## config.mk

```make
export PLATFORM = sky130hd
export DESIGN_NAME = receive_ring_reader
export DESIGN_NICKNAME = d
export VERILOG_FILES = /design/src/rtl/core/rrr_pkg.sv /design/src/rtl/core/rrr_in_stage.sv /design/src/rtl/core/rrr_eval.sv /design/src/rtl/core/receive_ring_reader.sv
export SDC_FILE = /design/constraint.sdc
export NUM_CORES = 1
export LEC_CHECK = 0
export ABC_AREA = 0
export BUFFER_PORTS_ARGS = -buffer_cell sky130_fd_sc_hd__buf_2
export CELL_PAD_IN_SITES_DETAIL_PLACEMENT = 0
export CELL_PAD_IN_SITES_GLOBAL_PLACEMENT = 1
export CORE_ASPECT_RATIO = 1.2
export CORE_MARGIN = 2
export CORE_UTILIZATION = 35
export DETAILED_ROUTE_END_ITERATION = 12
export GPL_TIMING_DRIVEN = 0
export HOLD_SLACK_MARGIN = 0.12
export PLACE_DENSITY = 0.71
export SLEW_MARGIN = 20
export SYNTH_ARGS = -nofsm -noshare
export SYNTH_HDL_FRONTEND = slang
export SYNTH_HIERARCHICAL = 1
export SYNTH_SLANG_ARGS = --single-unit
```

## constraint.sdc

```tcl
create_clock -name clk -period 4.6 [get_ports clk]
set_input_delay 0.92 -clock clk [delete_from_list [all_inputs] [get_ports clk]]
set_output_delay 0.92 -clock clk [all_outputs]
set_load 0.05 [all_outputs]
```

## src/rtl/core/rrr_pkg.sv

```systemverilog
// ----------------------------------------------------------------------------
// rrr_pkg
// Shared types and constants for the receive ring reader.
// ----------------------------------------------------------------------------
package rrr_pkg;

  localparam int unsigned HDR_BYTES       = 4;
  localparam int unsigned MIN_FRAME_BYTES = 60;
  localparam int unsigned MAX_FRAME_BYTES = 1518;

  localparam logic [7:0] RESET_START_PAGE = 8'd70;
  localparam logic [7:0] RESET_STOP_PAGE  = 8'd128;

  typedef enum logic {
    OP_START = 1'b0,
    OP_POLL  = 1'b1
  } op_t;

  typedef enum logic [1:0] {
    OUTCOME_EMPTY = 2'd0,
    OUTCOME_FRAME = 2'd1,
    OUTCOME_BAD   = 2'd2
  } outcome_t;

  typedef enum logic {
    CFG_START_PAGE = 1'b0,
    CFG_STOP_PAGE  = 1'b1
  } cfg_index_t;

  typedef struct packed {
    op_t         operation;
    logic [7:0]  current_write_page;
    logic [7:0]  header_next_page;
    logic [15:0] header_byte_count;
  } item_t;

  typedef struct packed {
    outcome_t    outcome;
    logic [15:0] payload_address;
    logic [10:0] payload_length;
    logic [10:0] first_segment_length;
    logic [15:0] wrap_address;
    logic [10:0] second_segment_length;
    logic [7:0]  boundary_page;
    logic [7:0]  read_page_after;
  } result_t;

endpackage

```

## src/rtl/core/rrr_in_stage.sv

```systemverilog
// ----------------------------------------------------------------------------
// rrr_in_stage
// Input register: holds one word until the evaluation stage takes it.
// ----------------------------------------------------------------------------
module rrr_in_stage (
  input  logic          clk,
  input  logic          rst,
  input  logic          in_valid,
  output logic          in_ready,
  input  rrr_pkg::item_t in_item,
  input  logic          take,
  output logic          held_valid,
  output rrr_pkg::item_t held_item
);

  logic           valid;
  rrr_pkg::item_t item;

  assign in_ready   = !valid || take;
  assign held_valid = valid;
  assign held_item  = item;

  always_ff @(posedge clk) begin
    if (rst) begin
      valid <= 1'b0;
    end else if (in_ready) begin
      valid <= in_valid;
    end
  end

  always_ff @(posedge clk) begin
    if (in_valid && in_ready) begin
      item <= in_item;
    end
  end

endmodule

```

## src/rtl/core/rrr_eval.sv

```systemverilog
// ----------------------------------------------------------------------------
// rrr_eval
// Header check, segment split and boundary computation for one word.
// ----------------------------------------------------------------------------
module rrr_eval (
  input  rrr_pkg::item_t   item,
  input  logic [7:0]       read_page,
  input  logic [7:0]       start_page,
  input  logic [7:0]       limit_page,
  output rrr_pkg::result_t result,
  output logic [7:0]       read_page_next
);

  localparam logic [15:0] HdrBytes = 16'(rrr_pkg::HDR_BYTES);
  localparam logic [15:0] CountMin =
    16'(rrr_pkg::HDR_BYTES + rrr_pkg::MIN_FRAME_BYTES);
  localparam logic [15:0] CountMax =
    16'(rrr_pkg::HDR_BYTES + rrr_pkg::MAX_FRAME_BYTES);

  logic [7:0]  restart_page;
  logic        bad;
  logic [15:0] length;
  logic [15:0] address;
  logic [15:0] wrap_limit;
  logic [15:0] to_end;
  logic [15:0] first;
  logic [15:0] second;
  logic [7:0]  boundary;

  assign restart_page = start_page + 8'd1;

  assign bad = (item.header_next_page < start_page) ||
               (item.header_next_page >= limit_page) ||
               (item.header_byte_count < CountMin) ||
               (item.header_byte_count > CountMax);

  assign length     = item.header_byte_count - HdrBytes;
  assign address    = {read_page, 8'd0} + HdrBytes;
  assign wrap_limit = {limit_page, 8'd0};
  assign to_end     = wrap_limit - address;
  assign first      = ((address < wrap_limit) && (to_end < length)) ? to_end : length;
  assign second     = length - first;
  assign boundary   = (item.header_next_page == start_page) ? limit_page - 8'd1
                                                            : item.header_next_page - 8'd1;

  always_comb begin
    result         = '0;
    result.outcome = rrr_pkg::OUTCOME_EMPTY;
    read_page_next = read_page;
    priority if (item.operation == rrr_pkg::OP_START) begin
      read_page_next         = restart_page;
      result.boundary_page   = start_page;
      result.read_page_after = restart_page;
    end else if (item.current_write_page == read_page) begin
      result.read_page_after = read_page;
    end else if (bad) begin
      read_page_next         = restart_page;
      result.outcome         = rrr_pkg::OUTCOME_BAD;
      result.boundary_page   = start_page;
      result.read_page_after = restart_page;
    end else begin
      read_page_next               = item.header_next_page;
      result.outcome               = rrr_pkg::OUTCOME_FRAME;
      result.payload_address       = address;
      result.payload_length        = length[10:0];
      result.first_segment_length  = first[10:0];
      result.wrap_address          = {start_page, 8'd0};
      result.second_segment_length = second[10:0];
      result.boundary_page         = boundary;
      result.read_page_after       = item.header_next_page;
    end
  end

endmodule

```

## src/rtl/core/receive_ring_reader.sv

```systemverilog
// ----------------------------------------------------------------------------
// receive_ring_reader
// Walks a paged receive ring one header poll per word and reports the frame.
// ----------------------------------------------------------------------------
// Input channel (in_valid/in_ready) carries a start or poll word: the chip's
// current write page plus the next-page byte and byte count of the header at
// the read page. Output channel (out_valid/out_ready) returns one result word
// per input word: empty/started, frame (address, length, split at the ring
// wrap, new boundary page) or bad header (ring restarted).
// Ring start and stop pages are written through cfg_we/cfg_index/cfg_data
// by the user only while no word is in flight; the block does not enforce it.
// An accepted word sits in the input register while the evaluation pass
// feeds the result register. Throughput is one word per cycle while
// out_ready stays high; the read page is updated at the same edge the result
// is registered, so the next word already sees it.
// Reset empties both registers, loads start page 70, stop page 128 and read
// page 71. When the receiver stalls, the result register holds its word, the
// input register fills, and in_ready drops until out_ready returns.
// ----------------------------------------------------------------------------
module receive_ring_reader (
  input  logic        clk,
  input  logic        rst,
  input  logic        cfg_we,
  input  logic        cfg_index,
  input  logic [7:0]  cfg_data,
  input  logic        in_valid,
  output logic        in_ready,
  input  logic        operation,
  input  logic [7:0]  current_write_page,
  input  logic [7:0]  header_next_page,
  input  logic [15:0] header_byte_count,
  output logic        out_valid,
  input  logic        out_ready,
  output logic [1:0]  outcome,
  output logic [15:0] payload_address,
  output logic [10:0] payload_length,
  output logic [10:0] first_segment_length,
  output logic [15:0] wrap_address,
  output logic [10:0] second_segment_length,
  output logic [7:0]  boundary_page,
  output logic [7:0]  read_page_after
);

  logic [7:0]       start_page;
  logic [7:0]       limit_page;
  logic [7:0]       read_page;
  logic [7:0]       read_page_next;
  rrr_pkg::item_t   in_item;
  rrr_pkg::item_t   held_item;
  logic             held_valid;
  logic             take;
  rrr_pkg::result_t eval_result;
  rrr_pkg::result_t result;
  logic             valid;

  assign in_item.operation          = rrr_pkg::op_t'(operation);
  assign in_item.current_write_page = current_write_page;
  assign in_item.header_next_page   = header_next_page;
  assign in_item.header_byte_count  = header_byte_count;

  assign take = held_valid && (!valid || out_ready);

  rrr_in_stage u_in_stage (
    .clk        (clk),
    .rst        (rst),
    .in_valid   (in_valid),
    .in_ready   (in_ready),
    .in_item    (in_item),
    .take       (take),
    .held_valid (held_valid),
    .held_item  (held_item)
  );

  rrr_eval u_eval (
    .item           (held_item),
    .read_page      (read_page),
    .start_page     (start_page),
    .limit_page     (limit_page),
    .result         (eval_result),
    .read_page_next (read_page_next)
  );

  always_ff @(posedge clk) begin
    if (rst) begin
      start_page <= rrr_pkg::RESET_START_PAGE;
      limit_page <= rrr_pkg::RESET_STOP_PAGE;
    end else if (cfg_we) begin
      unique case (rrr_pkg::cfg_index_t'(cfg_index))
        rrr_pkg::CFG_START_PAGE: start_page <= cfg_data;
        rrr_pkg::CFG_STOP_PAGE:  limit_page <= cfg_data;
        default: ;
      endcase
    end
  end

  always_ff @(posedge clk) begin
    if (rst) begin
      read_page <= rrr_pkg::RESET_START_PAGE + 8'd1;
      valid     <= 1'b0;
    end else begin
      if (take) begin
        read_page <= read_page_next;
      end
      if (take) begin
        valid <= 1'b1;
      end else if (out_ready) begin
        valid <= 1'b0;
      end
    end
  end

  always_ff @(posedge clk) begin
    if (take) begin
      result <= eval_result;
    end
  end

  assign out_valid             = valid;
  assign outcome               = result.outcome;
  assign payload_address       = result.payload_address;
  assign payload_length        = result.payload_length;
  assign first_segment_length  = result.first_segment_length;
  assign wrap_address          = result.wrap_address;
  assign second_segment_length = result.second_segment_length;
  assign boundary_page         = result.boundary_page;
  assign read_page_after       = result.read_page_after;

`ifndef SYNTHESIS
  a_read_page_tracks: assert property (@(posedge clk) disable iff (rst)
    take |=> (read_page == read_page_after))
    else $error("read page differs from reported next read page");

  a_segments_sum: assert property (@(posedge clk) disable iff (rst)
    (out_valid && outcome == rrr_pkg::OUTCOME_FRAME) |->
      (payload_length == 11'(first_segment_length + second_segment_length)))
    else $error("segment lengths do not add up to payload length");

  a_no_frame_fields: assert property (@(posedge clk) disable iff (rst)
    (out_valid && outcome != rrr_pkg::OUTCOME_FRAME) |->
      (payload_length == 11'd0 && payload_address == 16'd0))
    else $error("frame fields set on a non-frame result");

  a_ready_when_drained: assert property (@(posedge clk) disable iff (rst)
    !out_valid |-> in_ready)
    else $error("input stalled while result register is empty");
`endif

endmodule
```

# After elaboration in Yosys (flattened, before gate mapping)
# Index checks and enable logic that the tools add are counted.
[word_totals]
regBits = 142
input_bits = 47
word_cells = 64
[classes]
add_sub_neg = 7
n_lt_le_gt_ge = 6
n_eq_ne = 3
muxes = 12
bitwise_logic = 2
n_reduce_logical = 16
[ops]
columns = ["cell", "n"]
rows = [
  ["2-to-1 mux 8 bit", 6],
  ["< comparator 16 bit", 2],
  ["2-to-1 mux 16 bit", 2],
  ["adder 16 x 3 -> 16 bit (second input constant)", 1],
  ["equality test 8 bit", 2],
  ["greater-than comparator 16 x 11 -> 1 bit (second input constant)", 1],
  ["< comparator 16 x 7 -> 1 bit (second input constant)", 1],
  ["subtractor 16 bit", 1],
  ["subtractor 16 x 3 -> 16 bit (second input constant)", 1],
  ["subtractor 8 x 1 -> 8 bit (second input constant)", 2],
  ["2-to-1 mux 11 bit", 1],
  ["subtractor 11 bit", 1],
  ["adder 8 x 1 -> 8 bit (second input constant)", 1],
  ["greater-or-equal comparator 8 bit", 1],
  ["< comparator 8 bit", 1],
  ["AND reduction 2 bit", 3],
  ["logical OR 1 bit", 5],
  ["logical AND 1 bit", 3],
  ["OR reduction 3 bit", 1],
  ["logical NOT 1 bit", 2],
  ["2-to-1 mux 1 bit", 2],
  ["2-to-1 mux 2 bit", 1],
  ["inequality test 2 bit (second input constant)", 1],
  ["inverter 1 bit", 2],
  ["other kinds (2)", 2],
]

# Logic depth before layout (Yosys ltp)
[logic_depth]
ltp_word = 7
ltp_mapped = 23

# Modules after synthesis
# The synthesis kept the hierarchy.
[by_module_without_submodules]
columns = ["module", "instances", "cells_each", "area_each_um2", "seq_area_each_um2"]
rows = [
  ["receive_ring_reader", 1, 194, 3467.1, 2992.9],
  ["rrr_eval", 1, 395, 2650.0, 0.0],
  ["rrr_in_stage", 1, 38, 1046.0, 1011.0],
]

# Least setup slack after synthesis
# Ideal clock, no wire load.
[synth_timing]
kind = "register to register"
from = "register u_in_stage/held_item[2] (netlist name)"
to = "register result, in the netlist second_segment_length[10] (data pin)"
arrival_ns = 4.510
path_slack_ns = -0.056
path_stages_with_launch = 22
cell_sequence = "edfxtp_1 > clkbuf_1 > inv_1 > ha_1 > nor3b_1 > nand2_1 > or3_1 > nor4b_1 > xnor2_1 > ha_1 > nand4_1 > inv_1 > nand3_1 > or3_1 > o211ai_2 > mux2i_1 > ha_1 > a21o_1 > a21oi_1 > xor2_1 > nand2_1 > a21oi_1"
[synth_via]
elab_chain_cells = 5
elab_cells_between_ends = 10
cone_classes = "2 x add/sub; 3 x order compare; 1 x mux; 4 x reduce/logical"
[synth_lines]
columns = ["item", "line", "source"]
rows = [
  ["subtractor 16 x 3 -> 16 bit", "rrr_eval.sv:37", "assign length = item.header_byte_count - HdrBytes;"],
  ["< comparator 16 bit", "rrr_eval.sv:41", "assign first = ((address < wrap_limit) && (to_end < length)) ? to_end : length;"],
  ["logical AND 1 bit", "rrr_eval.sv:41", ""],
  ["2-to-1 mux 11 bit", "rrr_eval.sv:41", ""],
  ["subtractor 11 bit", "rrr_eval.sv:42", "assign second = length - first;"],
  ["end signal: assignment", "receive_ring_reader.sv:114", "result <= eval_result;"],
  ["end: declaration", "receive_ring_reader.sv:53", "rrr_pkg::result_t result;"],
]
# Parallel ways exist; a longest one is shown, timed or not.
# A chain may end at the register's enable or synchronous reset.

# Worst setup path in the final report
[layout_timing]
from = "register u_in_stage/held_item[2] (netlist name)"
to = "register result, in the netlist second_segment_length[10] (data pin)"
[layout_via]
elab_chain_cells = 5
elab_cells_between_ends = 10
cone_classes = "2 x add/sub; 3 x order compare; 1 x mux; 4 x reduce/logical"
[layout_lines]
columns = ["item", "line"]
rows = [
  ["subtractor 16 x 3 -> 16 bit", "rrr_eval.sv:37"],
  ["< comparator 16 bit", "rrr_eval.sv:41"],
  ["logical AND 1 bit", "rrr_eval.sv:41"],
  ["2-to-1 mux 11 bit", "rrr_eval.sv:41"],
  ["subtractor 11 bit", "rrr_eval.sv:42"],
]
# Parallel ways exist; a longest one is shown, timed or not.

==> impl_metrics.ini <==
[status]
status = complete, no violations

[layout]
drive_gt1_frac = 0.3233
regArea_um2 = 4006
multi_input_area_um2 = 2860
fill_cells = 1928
layout_commonest_cell = buf_2
stdcell_area_um2 = 9115
fin_nets = 902
layout.cells.non_filler = 1094
antenna_cells = 0
area_delta_synth_final_pct = 27.25
final_cell_mix = 140 x buf_2, 116 x edfxtp_1, 60 x nor2_1

[pwr]
finalPower_mw = 3.560
power.leakage_nw = 3.757
peakVddDrop_mv = 0.2639
p_per_area_nw_per_um2 = 390.6

[sta]
max-slew-margin-rel = 0.4239
hold_viol_final = 0
final.period_utilization = 0.9604
slew_violations = 0
finalClockSkew_ns = 0.01135
period_needed_ns = 4.418
tightest_slew_ns = 0.8641
setup_viol = 0
final.setup.worst_slack_ns = 0.1823
whs_ns = 0.5038
fmax_mhz = 226.4

[drt]
first_pass_iters = 6
num_vias = 5154
post_drt_via_cell_ratio = 4.711
postRouteAntennaNets = 0
drt_iter0_markers = 389
wl_mm = 17.77
drcViolationCount = 0
wl_per_cell_um = 16.25

[min_path]
whs_path_depth = 2
hp-class = reg2reg

[critical_path]
crit_required_ns = 4.86
arrival_ns = 4.68
cp.buffers_inverters = 2
worst_path_largest_cell_delay_ns = 0.44
cp-start-kind = flip-flop
crit_type = reg2reg
endpoint_kind = flip-flop
critical_path_depth = 20
cp_max_fo = 4
cp_slowest_cell = edfxtp_1
crit_family = simple AND/OR/NAND/NOR gates
reg2regPathDepth = 20
crit_chain = inv_4 -> ha_4 -> nor3b_4 -> nand2_1 -> or3_4 -> nor4b_4 -> xnor2_1 -> ha_1 -> nand4_1 -> inv_1 -> nand3_2 -> or3_4 -> o211ai_4 -> mux2i_2 -> ha_1 -> a21o_1 -> a21oi_2 -> xor2_1 -> nand2_1 -> a21oi_2

[clock_network]
cts_buffer_depth = 2
cts_tree = yes
clk-insertion-delay-late_ns = 0.42
clock_sinks = 142
cts_inserted_buffers = 17
hold_buffers = 0
htree_levels = 4
clk_pin_slew_worst_paths_ns = 0.06
cts_root_buf = clkbuf_16

[logic_synthesis]
synth_area_per_cell_um2 = 11.42
synth_edf_count = 116
synth_top_family_by_area = simple AND/OR/NAND/NOR gates
syn-cell-area_um2 = 7163
syn_inst = 627
synthXorXnorAreaFrac = 0.05502
synthDistinctLibCells = 66
synthAdderAreaFrac = 0.06917
synth_top_cell_area_share = 0.4863
yosys.area_share.simple = 0.1378
synth-seq-cells = 142
ys_seq_area_frac = 0.5590
synth_ff_type = edfxtp_1
synth_area_leaders = edfxtp_1 49%, dfxtp_1 7.3%, ha_1 6.6%
synth.area.mux_share = 0.02236
synth_compound_area_frac = 0.09170
async_flop_share = 0
yosys.area.top_type = edfxtp_1
yosysWarningCount = 6

[floorplanning]
die_h_um = 160.7
die_x_um = 134.6
core_area_um2 = 20180
die_area_um2 = 21630
initial_core_util = 0.3549
ios = 132
num_rows = 57

[placement]
place_inst = 1038
placed_area_um2 = 8215
port_buffers = 131
dp_hpwl_mm = 13.02
pre_cts_slack_ns = -0.5350
gp_congestion = 0.8800

[run]
maxCapViolCount = 0

[global_route]
first_global_vias = 4909
grt_usage = 0.1664
grt_pass1_wl_mm = 26.90
gr-total-overflow = 0
antenna_found_initial = 0
grt_max_degree = 93
routing by layer:
metal	track usage	share of wire
met3	0.03851	0.059
met1	0.2112	0.42
met5	0	0
met4	0.04450	0.011
met2	0.2850	0.51
tightest hold or removal path, cell delays in order, from the launching register on:
cell	delay [ns]
dfxtp_1	0.34
nand2_1	0.06
a21oi_1	0.05
synth_stat cells, drive strengths merged (6+ instances only):
cell / count
mux2i: 16
o21ai: 20
nor3: 10
nand2b: 11
or3: 8
nand2: 55
a21oi: 40
buf: 40
xnor2: 31
inv: 41
nand3: 14
ha: 38
nor4: 6
nand4: 7
a222oi: 6
xor2: 14
dfxtp: 26
edfxtp: 116
nor2: 62
sequential cells by signal, summed over array words and instances (netlist names):
register / flops
outcome: 2
payload_address: 16
payload_length: 11
boundary_page: 8
limit_page: 8
first_segment_length: 11
u_in_stage/held_item: 33
out_valid: 1
start_page: 8
read_page: 8
second_segment_length: 11
read_page_after: 8
wrap_address: 16
u_in_stage/held_valid: 1
worst paths after layout:
check / startpoint / endpoint / slack, ns
max: u_in_stage/held_item[2] / second_segment_length[10] / 0.18
min: start_page[3] / start_page[3] / 0.50
max reg2reg: u_in_stage/held_item[2] / second_segment_length[10] / 0.18
min reg2reg: start_page[3] / start_page[3] / 0.50
metrics by stage:
step / utilization / setup TNS, ns
after CTS: 0.4474 / 0
after detailed placement: 0.4070 / -1.023
after global routing: 0.4516 / -0.06417
after global placement: 0.4069 / -0.9567
after floorplan: - / 0
final: 0.4516 / 0
cell families after synthesis:
logic type | count (synthesis)
flops | 142
xor+xnor | 45
compound gates | 100
buf+inv | 86
fa+ha+maj | 39
simple gates | 198
other cells | 1
mux | 16
where the power goes:
group	leakage, nW	total (mW)	internal [mW]	switching (mW)
logic	2.15	0.620	0.232	0.388
registers	1.31	1.52	1.47	0.0532
clock network	0.300	1.42	0.865	0.552
what timing repair did:
| item | CTS | global route |
|---|---|---|
| setup endpoints to repair | 3 | 3 |
| setup buffers | 17 | 8 |
| gates resized for setup | 16 | 13 |
| pin swaps | 5 | 11 |
layout make-up:
cell class | instances | area share
Tap cell | 265 | 0.03638
Multi-Input combinational cell | 414 | 0.3138
Sequential cell | 142 | 0.4395
Timing Repair Buffer | 156 | 0.09252
Buffer | 44 | 0.03377
Clock inverter | 14 | 0.01977
Clock buffer | 18 | 0.04708
Inverter | 41 | 0.01716
No activity file was read; power rests on OpenSTA's default activity.
